File: src/ghal_pkg.sv
// shared types and constants for the generational handle allocator
// no dependencies; used by ghal_slot_ram, ghal_free_stack and the top level
`default_nettype none

package ghal_pkg;

  localparam int unsigned GEN_W      = 16;
  localparam int unsigned HANDLE_W   = 32;
  localparam int unsigned MAX_LIST   = 16;
  localparam int unsigned LIST_CNT_W = 5;

  typedef enum logic [1:0] {
    CMD_ALLOC   = 2'd0,
    CMD_RELEASE = 2'd1,
    CMD_CHECK   = 2'd2,
    CMD_LIST    = 2'd3
  } cmd_e;

  typedef enum logic [2:0] {
    ST_OK      = 3'd0,
    ST_RANGE   = 3'd1,
    ST_FREE    = 3'd2,
    ST_STALE   = 3'd3,
    ST_BACKEND = 3'd4,
    ST_FULL    = 3'd5,
    ST_EMPTY   = 3'd6
  } status_e;

  typedef enum logic [8:0] {
    S_IDLE      = 9'b000000001,
    S_DISPATCH  = 9'b000000010,
    S_POPPED    = 9'b000000100,
    S_ALLOC_FIN = 9'b000001000,
    S_RC        = 9'b000010000,
    S_LREAD     = 9'b000100000,
    S_LEVAL     = 9'b001000000,
    S_LOUT      = 9'b010000000,
    S_OUT       = 9'b100000000
  } state_e;

  // one slot table entry
  typedef struct packed {
    logic             occ;
    logic [GEN_W-1:0] gen;
  } slot_t;

  typedef struct packed {
    logic push;
    logic pop;
  } stack_ctrl_t;

  typedef struct packed {
    logic wr_en;
    logic rd_en;
  } ram_ctrl_t;

endpackage

`default_nettype wire

File: src/generational_handle_allocator_core.sv
// Generational handle allocator. Handles are a 16-bit generation above an
// index field of INDEX_FIELD_BITS bits. Items are taken one at a time: the
// block stalls its input from acceptance until the last result of the item
// has been taken. Allocate, release and check pass through dispatch, a pop
// state when allocate takes a slot from the free stack, whose read is
// registered, a slot table state (read data for release and check, the write
// for allocate), then the result state and idle. A full table or an index
// out of range goes straight from dispatch to the result. List reads and
// evaluates each grown slot in turn, presents every handle before the last
// in a list output state as the next is found, and stops after 16 handles.
// A stalled output holds the sequencer in its output state. Slots above the
// grown count are never read, so the slot table needs no clearing after reset.
// depends on ghal_pkg, ghal_slot_ram and ghal_free_stack
`default_nettype none

module generational_handle_allocator_core #(
  parameter int unsigned SLOT_COUNT       = 16,
  parameter int unsigned INDEX_FIELD_BITS = 16
) (
  input  wire logic        clk_i,
  input  wire logic        rst_ni,
  input  wire logic        in_valid_i,
  output logic             in_stall_o,
  input  wire logic [1:0]  command_i,
  input  wire logic [31:0] handle_i,
  input  wire logic        backend_ok_i,
  output logic             out_valid_o,
  input  wire logic        out_stall_i,
  output logic [31:0]      result_handle_o,
  output logic [2:0]       status_o,
  output logic             any_live_o,
  output logic             last_o
);

  localparam int unsigned IDX_W = (SLOT_COUNT > 1) ? $clog2(SLOT_COUNT) : 1;
  localparam int unsigned CNT_W = $clog2(SLOT_COUNT + 1);
  localparam int unsigned GW    = ghal_pkg::GEN_W;
  localparam int unsigned HW    = ghal_pkg::HANDLE_W;
  localparam int unsigned LW    = ghal_pkg::LIST_CNT_W;
  localparam logic [HW-1:0] IDX_MASK = HW'((64'd1 << INDEX_FIELD_BITS) - 64'd1);

  function automatic logic [HW-1:0] make_handle(input logic [IDX_W-1:0] slot,
                                                input logic [GW-1:0] gen);
    make_handle = (HW'(gen) << INDEX_FIELD_BITS) | HW'(slot);
  endfunction

  ghal_pkg::state_e  state_q, state_d;
  ghal_pkg::cmd_e    cmd_q;
  logic [HW-1:0]     handle_q;
  logic              ok_q;
  logic [CNT_W-1:0]  grown_q, grown_d;
  logic [CNT_W-1:0]  live_q, live_d;
  logic [IDX_W-1:0]  slot_q, slot_d;
  logic              gen_zero_q, gen_zero_d;
  logic [CNT_W-1:0]  i_q, i_d;
  logic [LW-1:0]     n_q, n_d;
  logic              pend_v_q, pend_v_d;
  logic [HW-1:0]     pend_h_q, pend_h_d;

  logic              out_valid_q, out_valid_d;
  logic [HW-1:0]     res_h_q, res_h_d;
  ghal_pkg::status_e status_q, status_d;
  logic              any_live_q, any_live_d;
  logic              last_q, last_d;

  ghal_pkg::stack_ctrl_t stk_ctrl;
  logic [IDX_W-1:0]      push_idx;
  logic [IDX_W-1:0]      stk_top;
  logic [CNT_W-1:0]      stk_count;

  ghal_pkg::ram_ctrl_t   ram_ctrl;
  logic [IDX_W-1:0]      ram_waddr, ram_raddr;
  ghal_pkg::slot_t       ram_wdata, ram_rdata;

  logic [HW-1:0]    idx32, hgen32;
  logic [IDX_W-1:0] req_idx;
  logic             idx_in_range, gen_match;
  logic             in_accept;

  assign in_accept    = in_valid_i && !in_stall_o;
  assign in_stall_o   = (state_q != ghal_pkg::S_IDLE);
  assign idx32        = handle_q & IDX_MASK;
  assign hgen32       = handle_q >> INDEX_FIELD_BITS;
  assign req_idx      = idx32[IDX_W-1:0];
  assign idx_in_range = idx32 < HW'(grown_q);
  // a wide handle generation never matches the stored one
  assign gen_match    = (HW'(ram_rdata.gen) == hgen32);

  ghal_slot_ram #(
    .DEPTH (SLOT_COUNT)
  ) u_slot_ram (
    .clk_i   (clk_i),
    .ctrl_i  (ram_ctrl),
    .waddr_i (ram_waddr),
    .wdata_i (ram_wdata),
    .raddr_i (ram_raddr),
    .rdata_o (ram_rdata)
  );

  ghal_free_stack #(
    .DEPTH (SLOT_COUNT)
  ) u_free_stack (
    .clk_i      (clk_i),
    .rst_ni     (rst_ni),
    .ctrl_i     (stk_ctrl),
    .push_idx_i (push_idx),
    .top_o      (stk_top),
    .count_o    (stk_count)
  );

  always_comb begin
    logic              emit;
    logic [HW-1:0]     emit_h;
    ghal_pkg::status_e emit_st;
    logic              emit_last;
    logic [GW-1:0]     gen_sel;

    emit      = 1'b0;
    emit_h    = '0;
    emit_st   = ghal_pkg::ST_OK;
    emit_last = 1'b1;
    gen_sel   = gen_zero_q ? '0 : ram_rdata.gen;

    state_d    = state_q;
    grown_d    = grown_q;
    live_d     = live_q;
    slot_d     = slot_q;
    gen_zero_d = gen_zero_q;
    i_d        = i_q;
    n_d        = n_q;
    pend_v_d   = pend_v_q;
    pend_h_d   = pend_h_q;

    out_valid_d = out_valid_q;
    res_h_d     = res_h_q;
    status_d    = status_q;
    any_live_d  = any_live_q;
    last_d      = last_q;

    stk_ctrl  = '0;
    push_idx  = slot_q;
    ram_ctrl  = '0;
    ram_waddr = slot_q;
    ram_wdata = '0;
    ram_raddr = slot_q;

    case (state_q)
      ghal_pkg::S_IDLE: begin
        if (in_valid_i) begin
          state_d = ghal_pkg::S_DISPATCH;
        end
      end
      ghal_pkg::S_DISPATCH: begin
        case (cmd_q)
          ghal_pkg::CMD_ALLOC: begin
            if (stk_count != '0) begin
              stk_ctrl.pop = 1'b1;
              state_d      = ghal_pkg::S_POPPED;
            end else if (grown_q < CNT_W'(SLOT_COUNT)) begin
              // fresh slot: generation starts at zero, table entry not read
              slot_d     = grown_q[IDX_W-1:0];
              gen_zero_d = 1'b1;
              grown_d    = grown_q + CNT_W'(1);
              state_d    = ghal_pkg::S_ALLOC_FIN;
            end else begin
              emit    = 1'b1;
              emit_st = ghal_pkg::ST_FULL;
              state_d = ghal_pkg::S_OUT;
            end
          end
          ghal_pkg::CMD_RELEASE, ghal_pkg::CMD_CHECK: begin
            if (!idx_in_range) begin
              emit    = 1'b1;
              emit_st = ghal_pkg::ST_RANGE;
              state_d = ghal_pkg::S_OUT;
            end else begin
              ram_ctrl.rd_en = 1'b1;
              ram_raddr      = req_idx;
              state_d        = ghal_pkg::S_RC;
            end
          end
          ghal_pkg::CMD_LIST: begin
            i_d      = '0;
            n_d      = '0;
            pend_v_d = 1'b0;
            state_d  = ghal_pkg::S_LREAD;
          end
          default: begin
            state_d = ghal_pkg::S_IDLE;
          end
        endcase
      end
      ghal_pkg::S_POPPED: begin
        slot_d         = stk_top;
        gen_zero_d     = 1'b0;
        ram_ctrl.rd_en = 1'b1;
        ram_raddr      = stk_top;
        state_d        = ghal_pkg::S_ALLOC_FIN;
      end
      ghal_pkg::S_ALLOC_FIN: begin
        ram_ctrl.wr_en = 1'b1;
        ram_waddr      = slot_q;
        ram_wdata.occ  = ok_q;
        ram_wdata.gen  = gen_sel;
        emit           = 1'b1;
        state_d        = ghal_pkg::S_OUT;
        if (ok_q) begin
          live_d = live_q + CNT_W'(1);
          emit_h = make_handle(slot_q, gen_sel);
        end else begin
          stk_ctrl.push = 1'b1;
          push_idx      = slot_q;
          emit_st       = ghal_pkg::ST_BACKEND;
        end
      end
      ghal_pkg::S_RC: begin
        emit    = 1'b1;
        state_d = ghal_pkg::S_OUT;
        if (cmd_q == ghal_pkg::CMD_RELEASE) begin
          if (!ram_rdata.occ) begin
            emit_st = ghal_pkg::ST_FREE;
          end else if (!gen_match) begin
            emit_st = ghal_pkg::ST_STALE;
          end else begin
            ram_ctrl.wr_en = 1'b1;
            ram_waddr      = req_idx;
            ram_wdata.occ  = 1'b0;
            ram_wdata.gen  = ram_rdata.gen + GW'(1);
            stk_ctrl.push  = 1'b1;
            push_idx       = req_idx;
            if (live_q != '0) begin
              live_d = live_q - CNT_W'(1);
            end
          end
        end else begin
          if (!gen_match) begin
            emit_st = ghal_pkg::ST_STALE;
          end else if (!ram_rdata.occ) begin
            emit_st = ghal_pkg::ST_FREE;
          end
        end
      end
      ghal_pkg::S_LREAD: begin
        if ((i_q < grown_q) && (n_q != LW'(ghal_pkg::MAX_LIST))) begin
          ram_ctrl.rd_en = 1'b1;
          ram_raddr      = i_q[IDX_W-1:0];
          state_d        = ghal_pkg::S_LEVAL;
        end else begin
          emit    = 1'b1;
          state_d = ghal_pkg::S_OUT;
          if (pend_v_q) begin
            emit_h = pend_h_q;
          end else begin
            emit_st = ghal_pkg::ST_EMPTY;
          end
        end
      end
      ghal_pkg::S_LEVAL: begin
        i_d     = i_q + CNT_W'(1);
        state_d = ghal_pkg::S_LREAD;
        if (ram_rdata.occ) begin
          // hold the newest live handle back until we know whether it is the last
          pend_h_d = make_handle(i_q[IDX_W-1:0], ram_rdata.gen);
          pend_v_d = 1'b1;
          n_d      = n_q + LW'(1);
          if (pend_v_q) begin
            emit      = 1'b1;
            emit_h    = pend_h_q;
            emit_last = 1'b0;
            state_d   = ghal_pkg::S_LOUT;
          end
        end
      end
      ghal_pkg::S_LOUT: begin
        if (!out_stall_i) begin
          out_valid_d = 1'b0;
          state_d     = ghal_pkg::S_LREAD;
        end
      end
      ghal_pkg::S_OUT: begin
        if (!out_stall_i) begin
          out_valid_d = 1'b0;
          state_d     = ghal_pkg::S_IDLE;
        end
      end
      default: begin
        state_d = ghal_pkg::S_IDLE;
      end
    endcase

    if (emit) begin
      out_valid_d = 1'b1;
      res_h_d     = emit_h;
      status_d    = emit_st;
      last_d      = emit_last;
      any_live_d  = (live_d != '0);
    end
  end

  always_ff @(posedge clk_i or negedge rst_ni) begin
    if (!rst_ni) begin
      state_q     <= ghal_pkg::S_IDLE;
      grown_q     <= '0;
      live_q      <= '0;
      out_valid_q <= 1'b0;
      n_q         <= '0;
      pend_v_q    <= 1'b0;
    end else begin
      state_q     <= state_d;
      grown_q     <= grown_d;
      live_q      <= live_d;
      out_valid_q <= out_valid_d;
      n_q         <= n_d;
      pend_v_q    <= pend_v_d;
    end
  end

  always_ff @(posedge clk_i) begin
    if (in_accept) begin
      cmd_q    <= ghal_pkg::cmd_e'(command_i);
      handle_q <= handle_i;
      ok_q     <= backend_ok_i;
    end
    slot_q     <= slot_d;
    gen_zero_q <= gen_zero_d;
    i_q        <= i_d;
    pend_h_q   <= pend_h_d;
    res_h_q    <= res_h_d;
    status_q   <= status_d;
    any_live_q <= any_live_d;
    last_q     <= last_d;
  end

  assign out_valid_o     = out_valid_q;
  assign result_handle_o = res_h_q;
  assign status_o        = status_q;
  assign any_live_o      = any_live_q;
  assign last_o          = last_q;

  // a result is only presented while the sequencer waits on the output
  a_out_state: assert property (@(posedge clk_i) disable iff (!rst_ni)
    out_valid_q |-> (state_q == ghal_pkg::S_OUT || state_q == ghal_pkg::S_LOUT))
    else $error("result valid outside an output state");

  // every grown slot is either live or on the free stack
  a_slot_balance: assert property (@(posedge clk_i) disable iff (!rst_ni)
    (state_q == ghal_pkg::S_IDLE) |->
      (({1'b0, live_q} + {1'b0, stk_count}) == {1'b0, grown_q}))
    else $error("live plus free slots differ from grown slots");

  a_list_cap: assert property (@(posedge clk_i) disable iff (!rst_ni)
    n_q <= LW'(ghal_pkg::MAX_LIST))
    else $error("list emitted more than the handle limit");

  a_accept_start: assert property (@(posedge clk_i) disable iff (!rst_ni)
    in_accept |=> (state_q == ghal_pkg::S_DISPATCH && !out_valid_q))
    else $error("accepted item did not start dispatch");

endmodule

`default_nettype wire

File: src/ghal_slot_ram.sv
// slot table memory: occupied flag and generation per slot
// one write port, one registered read port; uses ghal_pkg
`default_nettype none

module ghal_slot_ram #(
  parameter int unsigned DEPTH = 16,
  localparam int unsigned IdxW = (DEPTH > 1) ? $clog2(DEPTH) : 1
) (
  input  wire logic                 clk_i,
  input  wire ghal_pkg::ram_ctrl_t  ctrl_i,
  input  wire logic [IdxW-1:0]      waddr_i,
  input  wire ghal_pkg::slot_t      wdata_i,
  input  wire logic [IdxW-1:0]      raddr_i,
  output ghal_pkg::slot_t           rdata_o
);

  ghal_pkg::slot_t mem [DEPTH];
  ghal_pkg::slot_t rdata_q;

  always_ff @(posedge clk_i) begin
    if (ctrl_i.wr_en) begin
      mem[waddr_i] <= wdata_i;
    end
    if (ctrl_i.rd_en) begin
      rdata_q <= mem[raddr_i];
    end
  end

  assign rdata_o = rdata_q;

endmodule

`default_nettype wire

File: src/ghal_free_stack.sv
// lifo of free slot indices with its fill count
// popped index appears registered in the cycle after pop; uses ghal_pkg
`default_nettype none

module ghal_free_stack #(
  parameter int unsigned DEPTH = 16,
  localparam int unsigned IdxW = (DEPTH > 1) ? $clog2(DEPTH) : 1,
  localparam int unsigned CntW = $clog2(DEPTH + 1)
) (
  input  wire logic                   clk_i,
  input  wire logic                   rst_ni,
  input  wire ghal_pkg::stack_ctrl_t  ctrl_i,
  input  wire logic [IdxW-1:0]        push_idx_i,
  output logic [IdxW-1:0]             top_o,
  output logic [CntW-1:0]             count_o
);

  logic [IdxW-1:0] mem [DEPTH];
  logic [IdxW-1:0] top_q;
  logic [CntW-1:0] count_q, count_d;
  logic [CntW-1:0] count_m1;
  logic            push_ok;

  assign count_m1 = count_q - CntW'(1);
  // a push onto a full stack is dropped
  assign push_ok  = ctrl_i.push && (count_q < CntW'(DEPTH));

  always_comb begin
    count_d = count_q;
    if (push_ok) begin
      count_d = count_q + CntW'(1);
    end else if (ctrl_i.pop) begin
      count_d = count_m1;
    end
  end

  always_ff @(posedge clk_i or negedge rst_ni) begin
    if (!rst_ni) begin
      count_q <= '0;
    end else begin
      count_q <= count_d;
    end
  end

  always_ff @(posedge clk_i) begin
    if (push_ok) begin
      mem[count_q[IdxW-1:0]] <= push_idx_i;
    end
    if (ctrl_i.pop) begin
      top_q <= mem[count_m1[IdxW-1:0]];
    end
  end

  assign top_o   = top_q;
  assign count_o = count_q;

endmodule

`default_nettype wire

File: config.mk
export PLATFORM = sky130hd
export DESIGN_NAME = generational_handle_allocator_core
export DESIGN_NICKNAME = d
export VERILOG_FILES = /design/src/ghal_pkg.sv /design/src/generational_handle_allocator_core.sv /design/src/ghal_slot_ram.sv /design/src/ghal_free_stack.sv
export SDC_FILE = /design/constraint.sdc
export NUM_CORES = 1
export LEC_CHECK = 0
export ABC_CLOCK_PERIOD_IN_PS = 5470
export BUFFER_PORTS_ARGS = -buffer_cell sky130_fd_sc_hd__buf_4
export CAP_MARGIN = 20
export CELL_PAD_IN_SITES_DETAIL_PLACEMENT = 0
export CELL_PAD_IN_SITES_GLOBAL_PLACEMENT = 1
export CORE_MARGIN = 4
export CORE_UTILIZATION = 55
export CTS_CLUSTER_DIAMETER = 30
export DETAILED_ROUTE_END_ITERATION = 10
export PLACE_DENSITY_LB_ADDON = 0.1
export SLEW_MARGIN = 15
export SYNTH_ARGS = -nofsm -noshare
export SYNTH_HDL_FRONTEND = slang
export SYNTH_SLANG_ARGS = --single-unit
File: constraint.sdc
create_clock -name clk_i -period 5.47 [get_ports clk_i]
set_input_delay 0.2735 -clock clk_i [delete_from_list [all_inputs] [get_ports clk_i]]
set_output_delay 0.2735 -clock clk_i [all_outputs]
set_load 0.005 [all_outputs]
==> flow_metrics.py, run 1 <==
metrics = {
    "power": {
        "leakage_nw": 8.75,
        "p_per_area_mw_per_mm2": 485,
        "total_power_mw": 12.0,
        "vdd_drop_max_mv": 0.379,
    },
    "clock_network": {
        "clock-sinks": 478,
        "clk_pin_slew_ps": 50,
        "cts_buffers": 99,
        "h-tree-depth": 3,
        "cts_tree": "built",
        "cts_root_buffer": "clkbuf_16",
        "cts_resized": 0,
        "clock_path_buffers": 3,
        "insertion_delay_ps": 610,
    },
    "sta": {
        "rsz0062_at_grt": "false",
        "worst_slack_ps": 1190,
        "finalMaxSlewViolations": 0,
        "fin_hold_ws_ps": 161,
        "period_share_pct": 78.2,
        "setup_tns_ps": 0,
        "fmax_mhz": 234,
        "max_slew_margin_pct": 23.4,
        "fin_skew_ps": 18.4,
        "finalSetupViolCount": 0,
        "final.min_clock_period_ps": 4280,
        "worst_slew_pin_slew_ps": 1150,
        "hold_viol_final": 0,
    },
    "logic_synthesis": {
        "ys_types": 66,
        "syn-cell-area_mm2": 0.0199,
        "ys_seq_area_share_pct": 71.5,
        "async_flop_share_pct": 6.49,
        "synth_edf_count": 447,
        "yosys_register_bits": 478,
        "ys.flop_type": "edfxtp_1",
        "avgSynthCellArea_um2": 15.1,
        "postSynthCellCount": 1311,
        "yosys_warnings": 0,
    },
    "die": {
        "start_util_pct": 55.8,
        "die_h_um": 198,
        "boundaryPins": 78,
        "die-area_mm2": 0.0392,
        "fp.coreArea_mm2": 0.0356,
        "fp.dieW_um": 198,
        "fp-row-count": 69,
    },
    "setup_path": {
        "crit_path_max_fanout": 18,
        "crit_start": "u_slot_ram.rdata_o[1]",
        "cp.arrival_ps": 4500,
        "worstSetupEndpointType": "flip-flop",
        "critPathLaunchType": "flip-flop",
        "crit_type": "flip-flop to flip-flop",
        "r2r-start": "u_slot_ram.rdata_o[1]",
        "crit_required_ps": 5690,
    },
    "detailed_routing": {
        "routed-via-count": 12000,
        "drc": 0,
        "vias_per_cell": 5.83,
        "route.final.wire_length_um": 45700,
        "ant_nets": 0,
        "firstDrtPassIters": 5,
        "avgRoutedWirePerCell_um": 22.3,
        "drtIter0Drc": 1035,
    },
    "placement": {
        "io_buffers": 65,
        "dp_slack_ps": 1130,
        "post_dp_cell_area_mm2": 0.0210,
        "routabilityCongestion": 0.815,
        "dp_hpwl_um": 27300,
    },
    "grt": {
        "grt_pass1_wl_um": 69900,
        "overflow": 0,
        "antenna_found_initial": 0,
        "grt_max_degree": 103,
        "grt_usage_pct": 23.5,
        "grt_pass1_vias": 11700,
    },
    "outcome": {
        "outcome": "finished, final reports clean",
    },
    "final_layout": {
        "layout-drive-gt1-share_pct": 21.1,
        "nNetsFinal": 1568,
        "nFillCells": 2404,
        "diodes": 0,
        "areaGrowthSynthToFinish_pct": 24.8,
        "final_cell_area_mm2": 0.0248,
    },
    "job": {
        "cap_violations": 0,
    },
    "min_path": {
        "hold_path.class": "input pin to async pin",
    },
}
[Yosys cell counts, types with 22 or more instances]
cell type | instances | share of area (%)
a32oi_1 | 34 | 1.5
nand3_1 | 48 | 1.2
nand2_1 | 194 | 3.7
dfrtp_1 | 30 | 3.8
clkbuf_1 | 23 | 0.43
o21ai_0 | 40 | 1.0
nor2_1 | 67 | 1.3
mux2i_1 | 72 | 3.6
ha_1 | 24 | 1.5
xnor2_1 | 27 | 1.2
edfxtp_1 | 447 | 68
nand4_1 | 29 | 0.91
inv_1 | 22 | 0.42
a22o_1 | 23 | 1.0
[path summary, 6_finish.rpt]
kind	depth (start not counted)	slack, ps	end
max in group asynchronous	2	4950	state_q[0]
worst max-delay path	9	1190	u_free_stack.mem[2][3]
min in group clk_i	2	400	handle_q[15]
worst max register to register	9	1190	u_free_stack.mem[2][3]
worst min-delay path	2	160	u_free_stack.count_o[1]
worst min register to register	1	480	n_q[4]
[final cells by class]
cell class	count	area [µm²]	area share, %
repair buffers	150	1270	5.11
clock inverters	69	774	3.13
flip-flops and latches	478	14200	57.3
well taps	461	577	2.33
inverters	22	82.6	0.333
multi-input cells	754	5260	21.2
clock buffers	117	2620	10.6
[per-stage QoR]
stage / util [%] / cells
floorplan: - / 1322
global placement: 59.0 / 1826
detailed placement: 59.0 / 1826
CTS: 69.6 / 2050
global route: 69.7 / 2051
finish: 69.7 / 2051
[cell usage in the layout, fill, tap and decap left out, types with 14 or more instances in the layout]
| cell | count |
|---|---|
| edfxtp_1 | 447 |
| nand2_1 | 194 |
| buf_4 | 109 |
| clkbuf_16 | 102 |
| mux2i_1 | 72 |
| nor2_1 | 66 |
| nand3_1 | 48 |
| o21ai_0 | 40 |
| dlygate4sd3_1 | 38 |
| a32oi_1 | 34 |
| dfrtp_1 | 30 |
| nand4_1 | 29 |
| xnor2_1 | 27 |
| ha_1 | 24 |
| a22o_1 | 23 |
| inv_1 | 22 |
| mux4_2 | 20 |
| clkinv_2 | 18 |
| and3_1 | 17 |
| clkbuf_1 | 14 |
| clkinvlp_4 | 14 |
[timing repair]
action / CTS / global route
hold buffers: 38 / 0
endpoints found under the hold margin: 70 / 0
setup buffers: 0 / 0
[registers in the layout, indices dropped and copies added (netlist names), 9 cells and up]
name	count
u_free_stack.mem	64
handle_q	32
state_q	9
pend_h_q	20
u_slot_ram.mem	272
result_handle_o	20
u_slot_ram.rdata_o	17
[routing by layer]
layer	share of wire, %	track usage, %
met1	44	34.8
met3	8.1	5.56
met2	45	35.4
met4	2.2	6.50
met5	0	0
[cell families after synthesis]
kind of cell,Yosys count,share of synthesized area (%)
AND/OR/NAND/NOR,419,10.3
adder cells (fa/ha/maj),24,1.51
other,1,0.0189
buffers and inverters,90,2.33
multiplexers,92,5.90
AO/OA/AOI/OAI,175,7.06
flip-flops,478,71.5
XOR/XNOR,32,1.41
[power by group]
part	internal, mW	total (mW)	switching [mW]
Sequential	4.21	4.37	0.164
Combinational	0.700	1.67	0.966
Clock	4.04	5.97	1.93
Total	8.95	12.0	3.06
[worst max-delay path: stages, from the launching register on]
cell      delay (ps)
edfxtp_1         500
xnor2_1          280
nand4_1          180
nor4_2           500
nand3_1          200
nor2_2           710
nor2_1           290
nor2_1           470
nand2_1          210
nor3_1           560
Power figures use the tool's default switching activity.
==> run 2: changes to the inputs <==
--- a/config.mk
+++ b/config.mk
@@ -5,13 +5,13 @@
 export SDC_FILE = /design/constraint.sdc
 export NUM_CORES = 1
 export LEC_CHECK = 0
-export ABC_CLOCK_PERIOD_IN_PS = 5470
+export ABC_CLOCK_PERIOD_IN_PS = 4100
 export BUFFER_PORTS_ARGS = -buffer_cell sky130_fd_sc_hd__buf_4
 export CAP_MARGIN = 20
 export CELL_PAD_IN_SITES_DETAIL_PLACEMENT = 0
 export CELL_PAD_IN_SITES_GLOBAL_PLACEMENT = 1
 export CORE_MARGIN = 4
-export CORE_UTILIZATION = 55
+export CORE_UTILIZATION = 52
 export CTS_CLUSTER_DIAMETER = 30
 export DETAILED_ROUTE_END_ITERATION = 10
 export PLACE_DENSITY_LB_ADDON = 0.1
==> constraint.sdc (replaced) <==
create_clock -name clk_i -period 4.1 [get_ports clk_i]
set_input_delay 0.205 -clock clk_i [delete_from_list [all_inputs] [get_ports clk_i]]
set_output_delay 0.205 -clock clk_i [all_outputs]
set_load 0.005 [all_outputs]
==> flow_metrics.py, run 2 (same netlist as run 1, synthesis figures left out) <==
metrics = {
    "detailed_routing": {
        "drc": 0,
        "ant_nets": 0,
        "routed-via-count": 11700,
        "route.final.wire_length_um": 44400,
        "vias_per_cell": 5.57,
        "avgRoutedWirePerCell_um": 21.1,
        "firstDrtPassIters": 5,
        "drtIter0Drc": 872,
    },
    "clock_network": {
        "cts_buffers": 91,
        "cts_hold_buf": 38,
        "cts_root_buffer": "clkbuf_16",
        "clk_pin_slew_ps": 50,
        "cts_resized": 0,
        "clock-sinks": 478,
        "clock_path_buffers": 3,
        "cts_setup_buffers": 0,
        "h-tree-depth": 3,
        "insertion_delay_ps": 600,
        "cts_tree": "built",
    },
    "power": {
        "leakage_nw": 8.83,
        "vdd_drop_max_mv": 0.364,
        "p_per_area_mw_per_mm2": 629,
    },
    "die": {
        "boundaryPins": 78,
        "die_h_um": 203,
        "fp.coreArea_mm2": 0.0377,
        "start_util_pct": 52.7,
        "fp-row-count": 71,
        "die-area_mm2": 0.0414,
        "fp.dieW_um": 203,
    },
    "final_layout": {
        "nNetsFinal": 1581,
        "largest-register": "u_slot_ram.mem",
        "final_cell_count_no_fill": 2107,
        "areaGrowthSynthToFinish_pct": 25.7,
        "diodes": 0,
        "largest_reg_flops": 272,
        "nFillCells": 2686,
        "top_regs": "u_slot_ram.mem x272, u_free_stack.mem x64, handle_q x32",
        "layout-drive-gt1-share_pct": 22.6,
        "layout.cells.most_common": "edfxtp_1",
        "layout_common_cells": "447 x edfxtp_1, 194 x nand2_1, 123 x buf_4",
    },
    "placement": {
        "dp_hpwl_um": 27200,
        "routabilityCongestion": 0.837,
        "io_buffers": 65,
        "dp.cells": 1898,
    },
    "sta": {
        "fmax_mhz": 261,
        "worst_slew_pin_slew_ps": 952,
        "finalSetupViolCount": 0,
        "rsz0062_at_grt": "false",
        "finalMaxSlewViolations": 0,
        "fin_skew_ps": 16.8,
        "final.min_clock_period_ps": 3830,
        "setup_tns_ps": 0,
        "fin_hold_ws_ps": 111,
        "max_slew_margin_pct": 36.3,
        "period_share_pct": 93.5,
        "hold_viol_final": 0,
    },
    "grt": {
        "antenna_found_initial": 0,
        "grt_usage_pct": 21.7,
        "grt_max_degree": 48,
        "grt_pass1_wl_um": 69500,
        "overflow": 0,
        "grt_pass1_vias": 12100,
    },
    "min_path": {
        "hold_path.class": "input pin to async pin",
    },
    "setup_path": {
        "crit_chain": "inv_1, ha_1, nor2_1, nor3b_1, a211oi_2, a221o_1, a221o_2, nor3b_4, a32oi_1, nand4_1, a221oi_2",
        "slowest_delay_ps": 800,
        "critPathLaunchType": "flip-flop",
        "crit_required_ps": 4420,
        "crit_slowest_cell": "nor3b_4",
        "cp.arrival_ps": 4150,
        "crit_type": "flip-flop to flip-flop",
        "worstSetupEndpointType": "flip-flop",
        "crit_path_max_fanout": 17,
    },
    "job": {
        "cap_violations": 0,
    },
    "outcome": {
        "outcome": "finished, final reports clean",
    },
}
-- run 2: changes by cell type in the layout (fill, tap and decap cells not counted), sizes merged --
cell	before	now
buf	112	133
bufinv	13	15
clkbuf	117	100
clkinvlp	14	8
inv	30	36
-- run 2: final timing paths --
path                         startpoint                      to  slack, ps  cells after the start
max reg2reg                  grown_q[3]  u_slot_ram.rdata_o[10]        270                     11
min                              rst_ni              grown_q[0]        110                      2
max in group asynchronous        rst_ni              state_q[0]       3630                      2
min reg2reg                  grown_q[3]              grown_q[3]        500                      1
min in group clk_i         command_i[0]                cmd_q[0]        330                      2
max                          grown_q[3]  u_slot_ram.rdata_o[10]        270                     11
-- run 2: per-layer routing --
layer	wire length, µm	global-route usage, %	vias to the layer above
li1	-	-	5493
met1	20400	31.1	5858
met4	834	7.13	0
met3	2330	4.21	56
met5	0	0	-
met2	20800	34.1	335
-- run 2: power breakdown --
part	total, mW	internal, mW	leakage, nW	switching (mW)
registers	5.83	5.61	4.01	0.222
logic	2.19	0.944	3.24	1.24
clock network	7.69	5.18	1.57	2.50
-- run 2: final cells by class --
class	count	area, µm²	share of cell area, %
clock buffers	100	2380	9.56
inverters	22	82.6	0.331
multi-input cells	754	5290	21.2
well taps	511	639	2.56
clock inverters	71	858	3.44
repair buffers	171	1500	6.03
flip-flops and latches	478	14200	56.9
-- run 2: per-stage QoR --
step	instance area (µm²)	setup slack [ps]	power [mW]	utilization [%]
after global placement	21300	405	8.06	56.6
final	25000	267	15.7	66.3
after detailed placement	21300	361	8.09	56.6
after floorplan	19900	588	7.41	-
after global routing	25000	7.41	16.3	66.3
after CTS	25000	299	15.9	66.3
-- run 2: worst max-delay path: cells and delay by family, from the launching register on --
family                     cells  cell delay (ps)
and+or+nand+nor                4             1470
AOI/OAI and AO/OA              5             1300
DFF                            1              380
adders and majority gates      1              290
buffers and inverters          1              100
==> run 3: changes to the inputs <==
--- a/config.mk
+++ b/config.mk
@@ -5,13 +5,13 @@
 export SDC_FILE = /design/constraint.sdc
 export NUM_CORES = 1
 export LEC_CHECK = 0
-export ABC_CLOCK_PERIOD_IN_PS = 4100
+export ABC_CLOCK_PERIOD_IN_PS = 4600
 export BUFFER_PORTS_ARGS = -buffer_cell sky130_fd_sc_hd__buf_4
 export CAP_MARGIN = 20
 export CELL_PAD_IN_SITES_DETAIL_PLACEMENT = 0
 export CELL_PAD_IN_SITES_GLOBAL_PLACEMENT = 1
 export CORE_MARGIN = 4
-export CORE_UTILIZATION = 52
+export CORE_UTILIZATION = 55
 export CTS_CLUSTER_DIAMETER = 30
 export DETAILED_ROUTE_END_ITERATION = 10
 export PLACE_DENSITY_LB_ADDON = 0.1
==> constraint.sdc (replaced) <==
create_clock -name clk_i -period 4.6 [get_ports clk_i]
set_input_delay 0.23 -clock clk_i [delete_from_list [all_inputs] [get_ports clk_i]]
set_output_delay 0.23 -clock clk_i [all_outputs]
set_load 0.005 [all_outputs]
==> flow_metrics.py, run 3 (same netlist as run 1, synthesis figures left out) <==
metrics = {
    "grt": {
        "grt_usage_pct": 23.5,
        "grt_pass1_vias": 11800,
        "overflow": 0,
        "grt_pass1_wl_um": 70000,
        "antenna_found_initial": 1,
        "grt_max_degree": 70,
    },
    "setup_path": {
        "r2r-start": "grown_q[3]",
        "r2r-end": "u_slot_ram.rdata_o[12]",
        "reg2reg_depth": 12,
        "crit_required_ps": 5020,
        "crit_start": "grown_q[3]",
        "crit_type": "flip-flop to flip-flop",
        "worstSetupEndpoint": "u_slot_ram.rdata_o[12]",
        "critPathLaunchType": "flip-flop",
        "crit_path_max_fanout": 30,
        "worstSetupEndpointType": "flip-flop",
        "cp.arrival_ps": 4270,
        "reg2reg_slack_ps": 760,
    },
    "sta": {
        "rsz0062_at_grt": "false",
        "worst_slew_pin_slew_ps": 866,
        "fin_skew_ps": 22.6,
        "fmax_mhz": 260,
        "finalSetupViolCount": 0,
        "fin_hold_ws_ps": 110,
        "period_share_pct": 83.5,
        "setup_tns_ps": 0,
        "final.min_clock_period_ps": 3840,
        "finalMaxSlewViolations": 0,
        "hold_viol_final": 0,
        "max_slew_margin_pct": 42.3,
    },
    "placement": {
        "io_buffers": 65,
        "dp_hpwl_um": 27300,
        "dp.cells": 1839,
        "routabilityCongestion": 0.798,
    },
    "min_path": {
        "hold_path.class": "input pin to async pin",
    },
    "die": {
        "boundaryPins": 78,
        "fp.coreArea_mm2": 0.0356,
        "start_util_pct": 55.8,
        "fp.dieW_um": 198,
        "die_h_um": 198,
        "fp-row-count": 69,
        "die-area_mm2": 0.0392,
    },
    "final_layout": {
        "multi_input_area_mm2": 0.00526,
        "layout_common_cells": "447 x edfxtp_1, 194 x nand2_1, 119 x buf_4",
        "areaGrowthSynthToFinish_pct": 24.0,
        "layout-drive-gt1-share_pct": 21.1,
        "top_regs": "u_slot_ram.mem x272, u_free_stack.mem x64, handle_q x32",
        "nFillCells": 2417,
        "diodes": 0,
        "layout.cells.most_common": "edfxtp_1",
        "nNetsFinal": 1576,
        "largest-register": "u_slot_ram.mem",
        "largest_reg_flops": 272,
        "final_cell_count_no_fill": 2051,
        "register_area_mm2": 0.0142,
    },
    "clock_network": {
        "h-tree-depth": 3,
        "cts_root_buffer": "clkbuf_16",
        "cts_setup_buffers": 0,
        "insertion_delay_ps": 610,
        "clock-sinks": 478,
        "cts_tree": "built",
        "clock_path_buffers": 3,
        "cts_buffers": 94,
        "clk_pin_slew_ps": 50,
    },
    "power": {
        "p_sw_share_pct": 26.3,
        "leakage_nw": 8.72,
        "power.internal_mw": 10.2,
        "vdd_drop_max_mv": 0.485,
        "net-switching-power_mw": 3.62,
        "p_per_area_mw_per_mm2": 560,
        "pwr-share-clk_pct": 47.6,
        "pwr-share-comb_pct": 14.6,
        "power_frac_seq_pct": 37.8,
    },
    "detailed_routing": {
        "vias_per_cell": 5.82,
        "routed-via-count": 11900,
        "route.final.wire_length_um": 45700,
        "avgRoutedWirePerCell_um": 22.3,
        "firstDrtPassIters": 5,
        "ant_nets": 0,
        "drc": 0,
        "drtIter0Drc": 1177,
    },
    "job": {
        "cap_violations": 0,
    },
    "outcome": {
        "outcome": "finished, final reports clean",
    },
}
run 3: cell types whose count changed in the layout (fill, tap and decap cells not counted), moves of 2 or more:
cell,delta
bufinv_16,-6
clkbuf_1,+5
buf_4,-4
inv_8,-2
clkinv_4,-2
inv_6,+3
nor2_1,+12
clkinv_2,+2
nor2_2,-12
buf_12,-5
run 3: final cells by class:
| class | count | area share [%] |
|---|---|---|
| sequential | 478 | 57.7 |
| multi-input combinational | 754 | 21.4 |
| clock buffer | 105 | 9.76 |
| timing repair buffer | 163 | 5.69 |
| clock inverter | 68 | 2.84 |
| tap | 461 | 2.34 |
| inverter | 22 | 0.335 |
run 3: critical path: stages (launching register included):
cell and delay [ps]:
dfrtp_1 380, inv_1 90, ha_1 270, nor2_1 30
nor3b_1 410, a211oi_2 210, a221o_1 440, a221oi_4 680
buf_12 280, nand2_1 80, a32oi_1 250, nand4_1 260
a221oi_2 250
run 3: what timing repair did:
action | 4_1_cts | 5_1_grt
hold buffers | 38 | 0
gates resized for setup | 0 | 0
endpoints found under the hold margin | 71 | 0
run 3: power groups by stage:
stage	Sequential (mW)	Clock, mW	Combinational [mW]
floorplan	5.20	0	1.41
global placement	5.28	0	1.93
finish	5.21	6.56	2.01
detailed placement	5.28	0	1.96
global route	5.23	6.88	2.20
CTS	5.21	6.65	2.00
run 3: metrics by stage:
step | power, mW | utilization (%) | worst slack, ps | area (µm²)
floorplan | 6.61 | - | 1090 | 19900
global placement | 7.20 | 59.3 | 924 | 21100
detailed placement | 7.23 | 59.3 | 795 | 21100
CTS | 13.9 | 69.1 | 832 | 24600
global route | 14.3 | 69.2 | 403 | 24600
finish | 13.8 | 69.2 | 758 | 24600
run 3: per-layer routing:
| metal | vias to the layer above | GRT usage, % | part of all wire [%] |
|---|---|---|---|
| met5 | - | 0 | 0 |
| met2 | 454 | 36.2 | 47 |
| met1 | 5920 | 34.6 | 44 |
| met3 | 66 | 4.80 | 7.1 |
| li1 | 5494 | - | - |
| met4 | 0 | 6.63 | 1.9 |
run 3: worst min-delay path by stage:
stage	slack, ps	end
finish	110	u_free_stack.count_o[2]
global placement	200	u_free_stack.count_o[0]
floorplan	-70	grown_q[0]
detailed placement	200	u_free_stack.count_o[0]
CTS	100	u_free_stack.count_o[4]
global route	140	u_free_stack.count_o[4]
